<file path="src/hdl/aho_corasick_match_counter_macros.svh">
// assertion macros for the aho-corasick match counter
// used by the top level, needs clk_i and rst_ni in scope
`ifndef AHO_CORASICK_MATCH_COUNTER_MACROS_SVH
`define AHO_CORASICK_MATCH_COUNTER_MACROS_SVH

// property must hold at every clock edge out of reset
`define ACMC_ASSERT(label, prop, msg) \
  label: assert property (@(posedge clk_i) disable iff (!rst_ni) (prop)) else $error(msg);

// condition must never be true
`define ACMC_NEVER(label, cond, msg) \
  label: assert property (@(posedge clk_i) disable iff (!rst_ni) !(cond)) else $error(msg);

`endif

</file>
<file path="src/hdl/acmc_ram.sv">
// generic simple dual port ram, one write port and one registered read port
// no dependencies
module acmc_ram #(
  parameter int WIDTH = 8,
  parameter int DEPTH = 16
) (
  input  logic                     clk_i,
  input  logic                     we_i,
  input  logic [$clog2(DEPTH)-1:0] waddr_i,
  input  logic [WIDTH-1:0]         wdata_i,
  input  logic [$clog2(DEPTH)-1:0] raddr_i,
  output logic [WIDTH-1:0]         rdata_o
);

  logic [WIDTH-1:0] mem_q [DEPTH];
  logic [WIDTH-1:0] rdata_q;

  always_ff @(posedge clk_i) begin
    if (we_i) begin
      mem_q[waddr_i] <= wdata_i;
    end
    rdata_q <= mem_q[raddr_i];
  end

  assign rdata_o = rdata_q;

endmodule

</file>
<file path="config.mk">
export PLATFORM = sky130hd
export DESIGN_NAME = acmc_ram
export DESIGN_NICKNAME = d
export VERILOG_FILES = /design/src/hdl/aho_corasick_match_counter_macros.svh /design/src/hdl/acmc_ram.sv
export SDC_FILE = /design/constraint.sdc
export NUM_CORES = 1
export LEC_CHECK = 0
export ABC_CLOCK_PERIOD_IN_PS = 2800
export BUFFER_PORTS_ARGS = -buffer_cell sky130_fd_sc_hd__buf_2
export CAP_MARGIN = 20
export CORE_ASPECT_RATIO = 1.2
export CORE_MARGIN = 8
export CORE_UTILIZATION = 58
export CTS_BUF_LIST = sky130_fd_sc_hd__clkbuf_8
export CTS_CLUSTER_SIZE = 14
export DETAILED_ROUTE_END_ITERATION = 16
export PLACE_DENSITY = 0.76
export SYNTH_ARGS = -nofsm -noshare
export SYNTH_HDL_FRONTEND = slang
export SYNTH_SLANG_ARGS = --single-unit
</file>
<file path="constraint.sdc">
create_clock -name clk_i -period 2.8 [get_ports clk_i]
set_input_delay 0.42 -clock clk_i [delete_from_list [all_inputs] [get_ports clk_i]]
set_output_delay 0.42 -clock clk_i [all_outputs]
set_load 0.01 [all_outputs]
</file>
==> results.yml <==
setup_path:
  arrival_ns: 1.90
  cp_slowest_cell: "mux4_1"
  worstPathRequired_ns: 3.11
  start_kind: "input pin"
  cp_num_buf_inv: 2
  cp-end-kind: "flop"
  crit_family: "multiplexers"
  critical_path_class: "in -> reg"
  slowest_delay_ns: 0.58
  cp_max_fo: 24
  cp_cell_sequence: "buf_2 > buf_12 > mux4_1 > a22oi_1 > nand2_1"
yosys:
  synth_fp_nets: 247
  ys.warnings.count: 0
  synth.area.top_cells: "edfxtp_1, mux4_2, mux4_1"
  yosysTopAreaCellShare_pct: 74.7
  netlist_area_mm2: 0.00515
  synth_seq_area_share_pct: 77.8
  ys_seq_elements: 136
  yosys.area.top_type: "edfxtp_1"
  yosysUniqueCellTypes: 19
  syn_area_per_cell_um2: 22.5
  netlist_instances: 229
pwr:
  ir_drop_mv: 0.526
  p_per_area_mw_per_mm2: 751
  power.leakage_nw: 2.03
status:
  status: "finished, final reports clean"
finish:
  filler_cell_count: 547
  drive_gt1_share_pct: 30.9
  syn_to_final_growth_pct: 16.0
  stdcell_area_mm2: 0.00597
  layout.nets: 296
  antenna_cells: 0
worst_hold_path:
  hp-class: "in -> reg"
die:
  ios: 26
  rows: 37
  die_w_um: 102
  fp.dieH_um: 119
  coreArea_mm2: 0.00861
  dieArea_mm2: 0.0122
  start_util_pct: 59.8
job:
  drv_cap: 0
drt:
  drt_iter0_markers: 180
  drc: 0
  ant_nets: 0
  dr.pass1.iters: 5
  dr_total_vias: 2417
  wl_um: 9600
  routed_via_density: 5.92
  drt-wirelength-per-cell_um: 23.5
sta:
  tightest_slew_ns: 0.950
  finalSetupTns_ns: 0
  drv_slew: 0
  relSlewSlack_pct: 36.4
  fmax_mhz: 629
  period_share_pct: 56.8
  rsz0062_at_grt: "false"
  setup_viol: 0
  worst_clock_skew_ns: 0.0113
  fin_crit_ns: 1.59
  hold_violations: 0
clock_network:
  ctsResizeCount: 0
  numCtsBuffers: 17
  postCtsHoldBufs: 0
  cts_buffer_depth: 2
  clock_sinks: 136
  clk_pin_slew_ns: 0.08
  cts_tree: "built"
  cts_max_level: 4
  clock_tree.root_cell: "clkbuf_8"
  post_cts_buffers: 0
  clkLatencyLatePin_ns: 0.43
placed_design:
  hpwl_um: 6130
  placed_area_mm2: 0.00546
  routabilityCongestion: 0.735
  io_buffers: 25
global_route:
  grt_max_degree: 26
  track_usage_pct: 17.2
  antenna_found_initial: 0
  grt_pass1_vias: 2549
  grt_pass1_wl_um: 14700
  overflow: 0
cell type report:
class | count | area [µm²] | share of cell area, %
Tap cell | 117 | 146 | 2.45
Clock buffer | 19 | 262 | 4.38
Multi-Input combinational cell | 83 | 1060 | 17.7
Sequential cell | 136 | 4000 | 67.1
Clock inverter | 13 | 250 | 4.19
Timing Repair Buffer | 40 | 250 | 4.19
registers in the layout (all words and copies together), names as in the netlist:
signal and count:
mem_q 128, rdata_o 8
cells by family (layout without fill, tap and decap cells):
family          count (synthesis)  count (layout)  synth area share, %
simple gates                   35              35                 3.18
buf+inv                        10              72                 1.68
flops                         136             136                 77.8
mux                            32              32                 15.0
compound gates                 16              16                 2.33
metrics by stage:
step | power (mW) | utilization, % | hold WS, ns | cells | setup WS, ns
2_1_floorplan | 2.45 | - | 0.519 | 229 | 0.887
3_3_place_gp | 2.54 | 63.4 | 0.645 | 376 | 0.782
3_5_place_dp | 2.54 | 63.4 | 0.654 | 376 | 0.748
4_1_cts | 4.51 | 69.3 | 0.353 | 408 | 1.21
5_1_grt | 4.62 | 69.3 | 0.355 | 408 | 1.15
6_report | 4.49 | 69.3 | 0.380 | 408 | 1.21
path summary, 6_finish.rpt:
kind                                       startpoint  cells after the start                     to  slack [ns]
worst max-delay path                       raddr_i[0]                      5     rdata_o[1]$_DFF_P_        1.21
worst min-delay path                       wdata_i[0]                      1  mem_q[8][0]$_DFFE_PP_        0.38
worst max register to register  mem_q[1][3]$_DFFE_PP_                      3     rdata_o[3]$_DFF_P_        1.43
worst min register to register  mem_q[7][0]$_DFFE_PP_                      3     rdata_o[0]$_DFF_P_        0.67
where the power goes:
group	switching, mW	internal, mW	leakage [nW]
Combinational	0.121	0.0880	0.555
Clock	0.703	1.28	0.249
Sequential	0.0150	2.27	1.22
synthesized netlist by cell type:
| master | number |
|---|---|
| a22oi_1 | 16 |
| and2_1 | 1 |
| and2b_1 | 1 |
| buf_2 | 3 |
| buf_4 | 1 |
| buf_6 | 3 |
| clkdlybuf4s25_2 | 3 |
| dfxtp_1 | 8 |
| edfxtp_1 | 128 |
| mux4_1 | 14 |
| mux4_2 | 18 |
| nand2_1 | 9 |
| nand2b_1 | 2 |
| nand3_1 | 1 |
| nand3b_1 | 2 |
| nor2_1 | 13 |
| nor2b_1 | 1 |
| nor3_1 | 4 |
| or3b_2 | 1 |
layer usage:
layer | track usage [%] | vias to the layer above | part of all wire, %
li1 | - | 1070 | -
met1 | 21.8 | 1237 | 41
met2 | 27.0 | 104 | 51
met3 | 5.54 | 6 | 6.7
met4 | 6.16 | 0 | 0.97
met5 | 0 | - | 0
worst reg2reg max path, delay by kind of cell (launching register included):
family,cells,cell delay [ns]
flops,1,0.35
simple gates,1,0.10
mux,1,0.52
compound gates,1,0.29
placed cells by master (no fill, tap or decap):
| cell | n |
|---|---|
| inv_1 | 1 |
| dfxtp_1 | 8 |
| nand2b_1 | 2 |
| buf_2 | 25 |
| nand3_1 | 1 |
| clkinv_2 | 1 |
| clkinvlp_4 | 3 |
| bufinv_16 | 7 |
| a22oi_1 | 16 |
| edfxtp_1 | 128 |
| buf_4 | 14 |
| mux4_1 | 14 |
| and2b_1 | 1 |
| clkinv_4 | 1 |
| nand3b_1 | 2 |
| nor2_1 | 13 |
| nand2_1 | 9 |
| nor2b_1 | 1 |
| clkbuf_8 | 19 |
| nor3_1 | 4 |
| mux4_2 | 18 |
| buf_12 | 1 |
| and2_1 | 1 |
| or3b_2 | 1 |
Power figures use the tool's default switching activity.
